### src/rtl/chp_pkg.sv
// shared constants, codes and request types of the cookie header parser
`timescale 1ns / 1ps

package chp_pkg;

  // default token buffer depth and the position width that covers the widest legal depth
  localparam int CHP_TOKEN_DEPTH = 64;
  localparam int POS_W = 7;

  // result queue sizing
  localparam int OQ_DEPTH = 4;
  localparam int OQ_AW = 2;
  localparam int OQ_CW = 3;

  // characters the parser reacts to
  localparam logic [7:0] CHR_SEMI  = 8'h3B;
  localparam logic [7:0] CHR_EQ    = 8'h3D;
  localparam logic [7:0] CHR_QUOTE = 8'h22;
  localparam logic [7:0] CHR_SPACE = 8'h20;
  localparam logic [7:0] CHR_TAB   = 8'h09;

  // result kind codes
  typedef enum logic [1:0] {
    KIND_NAME  = 2'd0,
    KIND_VALUE = 2'd1,
    KIND_ERROR = 2'd2
  } chp_kind_t;

  // back end sequencer states
  typedef enum logic [1:0] {
    BK_IDLE,
    BK_NAME,
    BK_VALUE,
    BK_ERR
  } chp_bk_state_t;

  // token write request from the front end into the token memory
  typedef struct packed {
    logic             en;
    logic             bank;
    logic [POS_W-1:0] idx;
    logic [7:0]       data;
  } chp_wr_t;

  // classified token: error flag, bank, trimmed name span and value span
  typedef struct packed {
    logic             err;
    logic             bank;
    logic [POS_W-1:0] s;
    logic [POS_W-1:0] ne;
    logic [POS_W-1:0] vs;
    logic [POS_W-1:0] ve;
  } chp_desc_t;

  // bank handed back to the front end once its token is emitted
  typedef struct packed {
    logic valid;
    logic bank;
  } chp_rel_t;

endpackage

### src/rtl/cookie_header_parser.sv
// top level of the cookie header parser
// input takes one byte per cycle while the token bank being filled is free; two banks alternate
// a cookie's first result goes through the token queue, sequencer, read stage and result queue
// results enter the result queue at one per cycle while it has room, with an idle state per cookie
// an error result for an overlong token passes the idle and error states of the back end
// reset clears queues, bank ownership and the tracker; token memory is not cleared
`timescale 1ns / 1ps

module cookie_header_parser #(
  parameter int TOKEN_DEPTH = chp_pkg::CHP_TOKEN_DEPTH
) (
  input  logic       clk,
  input  logic       rst,
  input  logic [7:0] header_byte,
  input  logic       final_byte,
  input  logic       push,
  output logic       full,
  output logic [7:0] out_byte,
  output logic [1:0] byte_kind,
  output logic       cookie_end,
  output logic       empty,
  input  logic       pop
);

  chp_pkg::chp_wr_t   wr;
  chp_pkg::chp_desc_t desc;
  chp_pkg::chp_desc_t head;
  chp_pkg::chp_rel_t  rel;
  logic               desc_push;
  logic               dq_valid;
  logic               dq_pop;

  // byte intake and token classification
  chp_front #(
    .TOKEN_DEPTH(TOKEN_DEPTH)
  ) u_front (
    .clk        (clk),
    .rst        (rst),
    .header_byte(header_byte),
    .final_byte (final_byte),
    .push       (push),
    .full       (full),
    .wr         (wr),
    .desc_push  (desc_push),
    .desc       (desc),
    .rel        (rel)
  );

  // token queue between the halves
  chp_desc_queue u_dq (
    .clk     (clk),
    .rst     (rst),
    .wr_en   (desc_push),
    .wr_desc (desc),
    .rd_en   (dq_pop),
    .rd_valid(dq_valid),
    .rd_desc (head)
  );

  // emit side
  chp_back #(
    .TOKEN_DEPTH(TOKEN_DEPTH)
  ) u_back (
    .clk       (clk),
    .rst       (rst),
    .wr        (wr),
    .dq_valid  (dq_valid),
    .head      (head),
    .dq_pop    (dq_pop),
    .rel       (rel),
    .out_byte  (out_byte),
    .byte_kind (byte_kind),
    .cookie_end(cookie_end),
    .empty     (empty),
    .pop       (pop)
  );

endmodule

### src/rtl/chp_front.sv
// front end: takes header bytes, fills the token banks and classifies each token
`timescale 1ns / 1ps

module chp_front #(
  parameter int TOKEN_DEPTH = chp_pkg::CHP_TOKEN_DEPTH
) (
  input  logic                clk,
  input  logic                rst,
  input  logic [7:0]          header_byte,
  input  logic                final_byte,
  input  logic                push,
  output logic                full,
  output chp_pkg::chp_wr_t    wr,
  output logic                desc_push,
  output chp_pkg::chp_desc_t  desc,
  input  chp_pkg::chp_rel_t   rel
);

  localparam int PW = chp_pkg::POS_W;
  localparam logic [PW-1:0] DEPTH_P = PW'(TOKEN_DEPTH);

  // control state
  logic [PW-1:0] fill, fill_next;
  logic          ovf, ovf_next;
  logic          have_s, have_s_next;
  logic          eq_found, eq_found_next;
  logic          expect_first, expect_first_next;
  logic          bank_cur, bank_cur_next;
  logic [1:0]    busy, busy_next;

  // token shape tracked on the fly
  logic [PW-1:0] s, s_next;
  logic [PW-1:0] e, e_next;
  logic [PW-1:0] eq, eq_next;
  logic [PW-1:0] ne, ne_next;
  logic          name_ok, name_ok_next;
  logic          first_q, first_q_next;
  logic          last_q, last_q_next;

  logic          accept;
  logic          is_semi;
  logic          room;
  logic          store;
  logic          nb;
  logic          is_quote;
  logic          token_end;
  logic          strip;
  logic          drop;
  logic [PW:0]   eq_plus3;

  assign full     = busy[bank_cur];
  assign accept   = push && !full;
  assign is_semi  = (header_byte == chp_pkg::CHR_SEMI);
  assign room     = (fill < DEPTH_P);
  assign store    = accept && !is_semi && room;
  assign nb       = (header_byte != chp_pkg::CHR_SPACE) && (header_byte != chp_pkg::CHR_TAB);
  assign is_quote = (header_byte == chp_pkg::CHR_QUOTE);
  assign token_end = accept && (is_semi || final_byte);

  // token write into the current bank
  always_comb begin
    wr.en   = store;
    wr.bank = bank_cur;
    wr.idx  = fill;
    wr.data = header_byte;
  end

  // tracking update, classification at token end, bank handover
  always_comb begin
    fill_next         = fill;
    ovf_next          = ovf;
    have_s_next       = have_s;
    eq_found_next     = eq_found;
    expect_first_next = expect_first;
    s_next            = s;
    e_next            = e;
    eq_next           = eq;
    ne_next           = ne;
    name_ok_next      = name_ok;
    first_q_next      = first_q;
    last_q_next       = last_q;
    bank_cur_next     = bank_cur;
    busy_next         = busy;

    // shape of the token including this byte
    if (store) begin
      fill_next = fill + PW'(1);
      if (nb && !have_s) begin
        have_s_next = 1'b1;
        s_next      = fill;
      end
      if (nb) begin
        e_next      = fill + PW'(1);
        last_q_next = is_quote;
      end
      if (expect_first) begin
        first_q_next      = is_quote;
        expect_first_next = 1'b0;
      end
      if (!eq_found && header_byte == chp_pkg::CHR_EQ) begin
        eq_found_next     = 1'b1;
        eq_next           = fill;
        ne_next           = e;
        name_ok_next      = have_s;
        expect_first_next = 1'b1;
      end
    end
    if (accept && !is_semi && !room) begin
      ovf_next = 1'b1;
    end

    // classification from the updated shape
    eq_plus3 = {1'b0, eq_next} + (PW+1)'(3);
    strip    = first_q_next && last_q_next && ({1'b0, e_next} >= eq_plus3);
    drop     = !have_s_next || !eq_found_next || !name_ok_next;
    desc.err  = ovf_next;
    desc.bank = bank_cur;
    desc.s    = s_next;
    desc.ne   = ne_next;
    desc.vs   = strip ? (eq_next + PW'(2)) : (eq_next + PW'(1));
    desc.ve   = strip ? (e_next - PW'(1)) : e_next;
    desc_push = token_end && (ovf_next || !drop);

    // token end clears the tracker
    if (token_end) begin
      fill_next         = '0;
      ovf_next          = 1'b0;
      have_s_next       = 1'b0;
      eq_found_next     = 1'b0;
      expect_first_next = 1'b0;
    end

    // bank ownership
    if (rel.valid) begin
      busy_next[rel.bank] = 1'b0;
    end
    if (desc_push) begin
      busy_next[bank_cur] = 1'b1;
      bank_cur_next       = ~bank_cur;
    end
  end

  // control registers
  always_ff @(posedge clk) begin
    if (rst) begin
      fill         <= '0;
      ovf          <= 1'b0;
      have_s       <= 1'b0;
      eq_found     <= 1'b0;
      expect_first <= 1'b0;
      bank_cur     <= 1'b0;
      busy         <= '0;
    end else begin
      fill         <= fill_next;
      ovf          <= ovf_next;
      have_s       <= have_s_next;
      eq_found     <= eq_found_next;
      expect_first <= expect_first_next;
      bank_cur     <= bank_cur_next;
      busy         <= busy_next;
    end
  end

  // shape registers
  always_ff @(posedge clk) begin
    s       <= s_next;
    e       <= e_next;
    eq      <= eq_next;
    ne      <= ne_next;
    name_ok <= name_ok_next;
    first_q <= first_q_next;
    last_q  <= last_q_next;
  end

endmodule

### src/rtl/chp_desc_queue.sv
// two-entry queue of classified tokens between the front and back ends
`timescale 1ns / 1ps

module chp_desc_queue (
  input  logic                clk,
  input  logic                rst,
  input  logic                wr_en,
  input  chp_pkg::chp_desc_t  wr_desc,
  input  logic                rd_en,
  output logic                rd_valid,
  output chp_pkg::chp_desc_t  rd_desc
);

  chp_pkg::chp_desc_t entry [2];
  logic       wptr;
  logic       rptr;
  logic [1:0] cnt;

  assign rd_valid = (cnt != 2'd0);
  assign rd_desc  = entry[rptr];

  // entry storage
  always_ff @(posedge clk) begin
    if (wr_en) begin
      entry[wptr] <= wr_desc;
    end
  end

  // pointers and occupancy
  always_ff @(posedge clk) begin
    if (rst) begin
      wptr <= 1'b0;
      rptr <= 1'b0;
      cnt  <= 2'd0;
    end else begin
      if (wr_en) begin
        wptr <= ~wptr;
      end
      if (rd_en) begin
        rptr <= ~rptr;
      end
      cnt <= cnt + 2'(wr_en) - 2'(rd_en);
    end
  end

endmodule

### src/rtl/chp_back.sv
// back end: token memory, emit sequencer and result queue
`timescale 1ns / 1ps

module chp_back #(
  parameter int TOKEN_DEPTH = chp_pkg::CHP_TOKEN_DEPTH
) (
  input  logic                clk,
  input  logic                rst,
  input  chp_pkg::chp_wr_t    wr,
  input  logic                dq_valid,
  input  chp_pkg::chp_desc_t  head,
  output logic                dq_pop,
  output chp_pkg::chp_rel_t   rel,
  output logic [7:0]          out_byte,
  output logic [1:0]          byte_kind,
  output logic                cookie_end,
  output logic                empty,
  input  logic                pop
);

  localparam int PW = chp_pkg::POS_W;
  localparam int IW = (TOKEN_DEPTH > 1) ? $clog2(TOKEN_DEPTH) : 1;
  localparam int AW = IW + 1;
  localparam int CW = chp_pkg::OQ_CW;
  localparam int QW = chp_pkg::OQ_AW;

  // token memory, two banks
  logic [7:0] mem [2**AW];
  logic [7:0] rd_data;
  logic [AW-1:0] raddr;

  // sequencer
  chp_pkg::chp_bk_state_t state, state_next;
  logic [PW-1:0] ptr, ptr_next;
  logic          credit;
  logic          issue;
  logic          iss_err;
  logic          iss_end;
  chp_pkg::chp_kind_t iss_kind;
  logic [PW-1:0] ptr_inc;

  // read stage
  logic          s1_valid;
  logic          s1_err;
  logic          s1_end;
  chp_pkg::chp_kind_t s1_kind;

  // result queue
  logic [7:0]         oq_byte [chp_pkg::OQ_DEPTH];
  chp_pkg::chp_kind_t oq_kind [chp_pkg::OQ_DEPTH];
  logic               oq_end  [chp_pkg::OQ_DEPTH];
  logic [QW-1:0]      oq_wptr;
  logic [QW-1:0]      oq_rptr;
  logic [CW-1:0]      oq_cnt;
  logic               oq_pop;

  assign raddr = {head.bank, ptr[IW-1:0]};

  // token memory write and registered read
  always_ff @(posedge clk) begin
    if (wr.en) begin
      mem[{wr.bank, wr.idx[IW-1:0]}] <= wr.data;
    end
    rd_data <= mem[raddr];
  end

  // room for one more request counting the one in the read stage
  assign credit  = ((oq_cnt + CW'(s1_valid)) < CW'(chp_pkg::OQ_DEPTH));
  assign ptr_inc = ptr + PW'(1);
  assign rel.valid = dq_pop;
  assign rel.bank  = head.bank;

  // emit sequencer
  always_comb begin
    state_next = state;
    ptr_next   = ptr;
    issue      = 1'b0;
    iss_err    = 1'b0;
    iss_end    = 1'b0;
    iss_kind   = chp_pkg::KIND_NAME;
    dq_pop     = 1'b0;
    case (state)
      chp_pkg::BK_IDLE: begin
        if (dq_valid) begin
          if (head.err) begin
            state_next = chp_pkg::BK_ERR;
          end else begin
            ptr_next   = head.s;
            state_next = chp_pkg::BK_NAME;
          end
        end
      end
      chp_pkg::BK_ERR: begin
        if (credit) begin
          issue      = 1'b1;
          iss_err    = 1'b1;
          iss_end    = 1'b1;
          iss_kind   = chp_pkg::KIND_ERROR;
          dq_pop     = 1'b1;
          state_next = chp_pkg::BK_IDLE;
        end
      end
      chp_pkg::BK_NAME: begin
        if (credit) begin
          issue    = 1'b1;
          iss_kind = chp_pkg::KIND_NAME;
          iss_end  = (ptr_inc == head.ne) && (head.vs == head.ve);
          if (ptr_inc == head.ne) begin
            if (head.vs == head.ve) begin
              dq_pop     = 1'b1;
              state_next = chp_pkg::BK_IDLE;
            end else begin
              ptr_next   = head.vs;
              state_next = chp_pkg::BK_VALUE;
            end
          end else begin
            ptr_next = ptr_inc;
          end
        end
      end
      chp_pkg::BK_VALUE: begin
        if (credit) begin
          issue    = 1'b1;
          iss_kind = chp_pkg::KIND_VALUE;
          iss_end  = (ptr_inc == head.ve);
          if (ptr_inc == head.ve) begin
            dq_pop     = 1'b1;
            state_next = chp_pkg::BK_IDLE;
          end else begin
            ptr_next = ptr_inc;
          end
        end
      end
      default: begin
        state_next = chp_pkg::BK_IDLE;
      end
    endcase
  end

  always_ff @(posedge clk) begin
    if (rst) begin
      state    <= chp_pkg::BK_IDLE;
      s1_valid <= 1'b0;
    end else begin
      state    <= state_next;
      s1_valid <= issue;
    end
  end

  // read stage payload
  always_ff @(posedge clk) begin
    ptr     <= ptr_next;
    s1_err  <= iss_err;
    s1_end  <= iss_end;
    s1_kind <= iss_kind;
  end

  // result queue
  assign empty      = (oq_cnt == '0);
  assign oq_pop     = pop && !empty;
  assign out_byte   = oq_byte[oq_rptr];
  assign byte_kind  = oq_kind[oq_rptr];
  assign cookie_end = oq_end[oq_rptr];

  always_ff @(posedge clk) begin
    if (s1_valid) begin
      oq_byte[oq_wptr] <= s1_err ? 8'd0 : rd_data;
      oq_kind[oq_wptr] <= s1_kind;
      oq_end[oq_wptr]  <= s1_end;
    end
  end

  always_ff @(posedge clk) begin
    if (rst) begin
      oq_wptr <= '0;
      oq_rptr <= '0;
      oq_cnt  <= '0;
    end else begin
      if (s1_valid) begin
        oq_wptr <= oq_wptr + QW'(1);
      end
      if (oq_pop) begin
        oq_rptr <= oq_rptr + QW'(1);
      end
      oq_cnt <= oq_cnt + CW'(s1_valid) - CW'(oq_pop);
    end
  end

endmodule

### config.mk
export PLATFORM = sky130hd
export DESIGN_NAME = cookie_header_parser
export DESIGN_NICKNAME = d
export VERILOG_FILES = /design/src/rtl/chp_pkg.sv /design/src/rtl/cookie_header_parser.sv /design/src/rtl/chp_front.sv /design/src/rtl/chp_desc_queue.sv /design/src/rtl/chp_back.sv
export SDC_FILE = /design/constraint.sdc
export NUM_CORES = 1
export LEC_CHECK = 0
export BUFFER_PORTS_ARGS = -buffer_cell sky130_fd_sc_hd__buf_2
export CAP_MARGIN = 20
export CORE_ASPECT_RATIO = 0.5
export CORE_MARGIN = 2
export CORE_UTILIZATION = 62
export DETAILED_ROUTE_END_ITERATION = 10
export GPL_TIMING_DRIVEN = 0
export MAX_ROUTING_LAYER = met4
export PLACE_DENSITY = 0.84
export SKIP_LAST_GASP = 1
export SLEW_MARGIN = 25
export SYNTH_ARGS = -nofsm -noshare
export SYNTH_HDL_FRONTEND = slang
export SYNTH_SLANG_ARGS = --single-unit
### constraint.sdc
create_clock -name clk -period 4.95 [get_ports clk]
set_input_delay 0.495 -clock clk [delete_from_list [all_inputs] [get_ports clk]]
set_output_delay 0.495 -clock clk [all_outputs]
set_load 0.1 [all_outputs]
After elaboration in Yosys (flattened, before gate mapping)
Memory sizes are Yosys's and may differ from the RTL's. A register that Yosys moved wholly into a read port is not among the register bits.
Cells that the tools add are included.
Word-level totals
  register bits after elaboration: 70
  bits in writable memories: 1128
  input bits: 13
  output and inout bits: 13
  logic and storage cells: 190
  memories: 5
Memory list
  u_back.mem: depth 128, width 8, rd ports 1, clocked after memory_dff 1, write ports 1, RTL line chp_back.sv:28  | logic [7:0] mem [2**AW];
  u_dq.entry: depth 2, width 30, rd ports 1, clocked after memory_dff 1, write ports 1, RTL line chp_desc_queue.sv:14  | chp_pkg::chp_desc_t entry [2];
  u_back.oq_byte: depth 4, width 8, rd ports 1, clocked after memory_dff 1, write ports 1, RTL line chp_back.sv:49  | logic [7:0] oq_byte [chp_pkg::OQ_DEPTH];
  u_back.oq_kind: depth 4, width 2, rd ports 1, clocked after memory_dff 1, write ports 1, RTL line chp_back.sv:50  | chp_pkg::chp_kind_t oq_kind [chp_pkg::OQ_DEPTH];
  u_back.oq_end: depth 4, width 1, rd ports 1, clocked after memory_dff 1, write ports 1, RTL line chp_back.sv:51  | logic oq_end [chp_pkg::OQ_DEPTH];
Cells by class
  add/sub/neg operators: 12
  order comparisons: 7
  eq/ne operators: 20
  muxes and demuxes: 75
  bitwise gates (word level): 7
  reduce and logical (&&, ||, !) cells: 38
Operator list (count)
  7-bit 2-to-1 mux: 17
  2-bit 2-to-1 mux: 17
  1-bit 2-to-1 mux: 33
  8-bit by 6-bit == test with 1-bit output (second input constant): 3
  7-bit by 1-bit adder with 7-bit output (second input constant): 3
  7-bit == test: 3
  7-bit one-hot mux with 3 select lines: 1
  1-bit logical AND: 15
  1-bit zero test: 10
  2-bit by 1-bit != test with 1-bit output (second input constant): 5
  7-bit by 2-bit adder with 8-bit output (second input constant): 1
  7-bit by 8-bit greater-or-equal comparator with 1-bit output: 1
  8-bit 2-to-1 mux: 1
  8-bit by 4-bit != test with 1-bit output (second input constant): 1
  8-bit by 6-bit != test with 1-bit output (second input constant): 1
  2-bit one-hot mux with 4 select lines: 1
  7-bit by 2-bit adder with 7-bit output (second input constant): 1
  7-bit less-than comparator (second input constant): 1
  7-bit AND reduction: 1
  7-bit by 1-bit subtractor with 7-bit output (second input constant): 1
  2-bit != test (second input constant): 3
  1-bit one-hot mux with 3 select lines: 2
  6-bit AND reduction: 1
  2-bit by 1-bit adder with 2-bit output (second input constant): 2
  other kinds (23): 34

Depth between registers and ports, before layout
  depth after elaboration: 15
  mapped depth: 17

Cells and area by module
Synthesis repeated with hierarchy kept, for this count alone.
Second synthesis, totals
  cells, all modules: 2624
  area, all modules: 48457.7 sq um
Modules (own cells, without submodules)
  chp_back: times used 1, cells an instance 2203, area each 43339.1 sq um, seq. area each 32761.4 sq um
  chp_front: times used 1, cells an instance 308, area each 2620.0 sq um, seq. area each 900.9 sq um
  chp_desc_queue: times used 1, cells an instance 113, area each 2498.6 sq um, seq. area each 1901.8 sq um

Worst setup path before layout
Ideal clock, no wire load.
  path type: input to register
  from: input port header_byte[6]
  to: memory u_dq.entry[0][4] in the netlist's numbering (data pin)
  setup time: 0.268 ns
  data arrival time: 3.907 ns
  required time: 4.682 ns
  slack: 0.775 ns
  stages: 16
  path through: nand4bb_4 > or3_4 > or3_1 > buf_2 > mux2_4 > nor2_1 > xnor2_1 > ha_1 > nand2_1 > o21ai_0 > a31oi_1 > o21ai_0 > nand4bb_1 > buf_2 > or4_4 > xnor2_2
RTL lines
  from (decl): RTL line cookie_header_parser.sv:14  | input logic [7:0] header_byte,
  to (decl): RTL line chp_desc_queue.sv:14

==> impl_results.md <==
* First DRT Iteration DRCs at 3982
* Last weighted congestion value of the routability-driven placer at 0.924
* Die Footprint at 79600 um2
* Final min period at 4.70 ns
* Lkg Pwr at 0.0166 uW
* Fin worst setup slack at 0.255 ns
* TritonCTS clock tree: done
* Ys async rst share at 0%
* WL final at 122 mm
* WS Path Type: reg2reg
* Width of the die at 397 um
* Worst hold path type: in2reg
* Critical path, cell by cell: clkbuf_1 -> buf_2 -> clkbuf_1 -> buf_1 -> mux4_2 -> mux4_2 -> mux2i_1 -> a32oi_1 -> o21a_1
* Synth Cell Area at 47900 um2
* Max-cap violation count at 0
* Worst endpoint required time at 5.53 ns
* All-layer global routing usage at 32.4%
* CTS Buffer Depth at 3
* Net Sw Power at 6700 uW
* Final cell count without fillers at 3549
* Vias in the first global route at 25100
* Worst Path Max Fanout at 10
* Core region area at 75800 um2
* Sequential area share after synthesis at 74.3%
* Setup violations, final at 0
* Max IR drop VDD at 302 uV
* Switching Share at 27.6%
* CTS root buf: clkbuf_16
* Setup TNS at 0 ns
* Clock-pin slew on the worst setup and hold paths at 0.07 ns
* Cell taking the most area after synthesis: edfxtp_1
* DR vias/cell at 7.10
* CTS Hold Bufs at 0
* Hold endpoint: u_back.mem[14][0]$_DFFE_PP_
* Clock Power Share at 33.3%
* Worst path bufs/invs at 4
* Worst r2r src: u_back.ptr[1]$_DFFE_PP_
* Run status: finished clean
* Critical Path AT at 5.28 ns
* Worst Skew at 0.0285 ns
* CP peak stage delay at 0.90 ns
* Number of synthesized flops with an enable pin at 1135
* # rows at 71
* Global-route wire length before repair at 177 mm
* # DRC at 0
* Unrepaired setup endpoints after global routing: false
* Initial antenna violation count at 2
* Worst-Margin Slew at 1.21 ns
* Synth unique cells at 78
* Buffers on Ports at 25
* Comb power frac at 19.8%
* Worst reg-to-reg path cell count at 9
* Final Net Count at 2479
* Pwr dens at 459 nW/um2
* Most frequent cells after synthesis: 1135 x edfxtp_1, 339 x mux4_2, 188 x nor2_1
* Crit path max-delay family: buffers and inverters
* Mean Syn Cell Area at 20.8 um2
* Post-Place Setup Slack at -0.295 ns
* Top FF cell, synth: edfxtp_1
* Final Hold Fails at 0
* Post-route ant nets at 0
* Share of cells above drive strength 1 at 24.8%
* Warnings, synthesis at 0
* Post-DP HPWL at 71.4 mm
* # clock sinks at 1209
* Fmax at 213 MHz
* Crit path launch type: flip-flop
* Yosys reg bits at 1209
* Worst Hold Depth at 1
* Slew Viols, Final at 0
* DIE HEIGHT at 200 um
* H-tree levels at 3
* Final Cell Area at 52900 um2
* Cells after Synth at 2305
* Initial Utilization at 63.2%
* Int Power at 17600 uW
* Pwr Total at 24300 uW
* Routed vias at 25200
* Layout overhead on the synthesized area at 10.4%
* Per-cell routed wire length at 34.4 um
* CP Capture Type: flip-flop
* Slew headroom at 19.6%
* DP Area at 49600 um2
* First-pass iteration count of the detailed router at 7
* Flop pwr share at 46.9%
* Hold path start: header_byte[0]
* Period utilisation layout at 94.9%
* CTS buffer count at 99
* Post CTS Setup Buffer Count at 0
* Cell count after placement at 3361
* Most common cell in the synthesized netlist: edfxtp_1
* Num ports at 26
* Register-to-register setup slack at 0.25 ns
* Top post-synthesis cells by area: edfxtp_1 71%, mux4_2 16%, dfxtp_1 3.1%
* Synth top area share at 71.2%
* Worst R2R End: u_back.rd_data[6]$_DFF_P_
* Post-cts sizing count at 0
* Pin count of the biggest net entering global routing at 103
* Net count after synthesis at 2344
* Cell depth of the worst setup path at 9
* Clk Latency, worst-skew pair at 0.72 ns
* Grt total ovfl at 0
* CP max-delay cell: clkbuf_1
[metrics by stage]
step | hold WS, ns | utilization (%)
6_report | 0.173 | 69.8
5_1_grt | 0.164 | 69.8
4_1_cts | 0.131 | 69.7
3_5_place_dp | 0.442 | 65.4
3_3_place_gp | 0.439 | 65.0
2_1_floorplan | 0.416 | -
[flip-flops by register name, summed over array words and instances, names as in the netlist, 3 cells and up, named ones only]
register and count:
u_front.eq 7, u_back.ptr 7, u_back.oq_end 4, u_back.rd_data 8, u_back.oq_kind 8, u_front.s 7, u_back.oq_cnt 3, u_back.oq_byte 32
u_back.mem 1024, u_front.ne 7, u_front.e 7, u_front.fill 7, u_dq.entry 60
[metal layers]
layer / global-route usage, % / up-vias / part of all wire [%]
met5: - / - / 0
met4: 11.0 / 0 / 4.0
met3: 8.71 / 362 / 13
met2: 49.7 / 2053 / 48
met1: 42.8 / 13100 / 35
li1: - / 9698 / -
[kinds of logic after synthesis]
| kind of cell | share of synthesized area (%) |
|---|---|
| AOI/OAI and AO/OA | 1.52 |
| xor gates and xnor gates | 1.23 |
| adders and majority gates | 0.680 |
| buffers and inverters | 1.36 |
| DFF | 74.3 |
| muxes | 17.3 |
| and+or+nand+nor | 3.62 |
[power by group through the flow]
stage,sequential (uW),combinational (uW),clock (uW)
after detailed placement,11600,4550,0
after floorplan,11600,3070,0
final,11400,4800,8100
after global placement,11600,4410,0
after CTS,11400,4710,8100
after global routing,11400,4930,8440
[area by class of cell]
class                   instances  area, um2
flip-flops and latches       1209      35600
fillers                      4203      22900
multi-input cells             947      11700
clock buffers                 122       2680
well taps                    1022       1280
clock inverters                63        579
plain buffers                 121        557
repair buffers                 34        418
inverters                      28        105
diodes                          3       7.51
[cell usage in the layout, fill, tap and decap left out, types with 26 or more instances in the layout]
cell / instances
buf_2: 52
clkbuf_1: 67
clkbuf_16: 103
dfxtp_1: 74
edfxtp_1: 1135
ha_1: 26
mux2i_1: 40
mux4_2: 339
nand2_1: 71
nor2_1: 187
xnor2_1: 37
[worst max path at each step]
| stage | from | to | slack, ns |
|---|---|---|---|
| 2_1_floorplan | header_byte[6] | u_dq.entry[0][4]$_DFFE_PP_ | 0.78 |
| 3_3_place_gp | header_byte[4] | u_dq.entry[0][5]$_DFFE_PP_ | -1.37 |
| 3_5_place_dp | header_byte[2] | u_dq.entry[1][5]$_DFFE_PP_ | -0.29 |
| 4_1_cts | u_front.bank_cur$_SDFFE_PP0P_ | u_dq.entry[1][5]$_DFFE_PP_ | 0.19 |
| 5_1_grt | header_byte[5] | u_dq.entry[1][5]$_DFFE_PP_ | 0.02 |
| 6_report | u_back.ptr[1]$_DFFE_PP_ | u_back.rd_data[6]$_DFF_P_ | 0.25 |
Power figures use the tool's default switching activity.
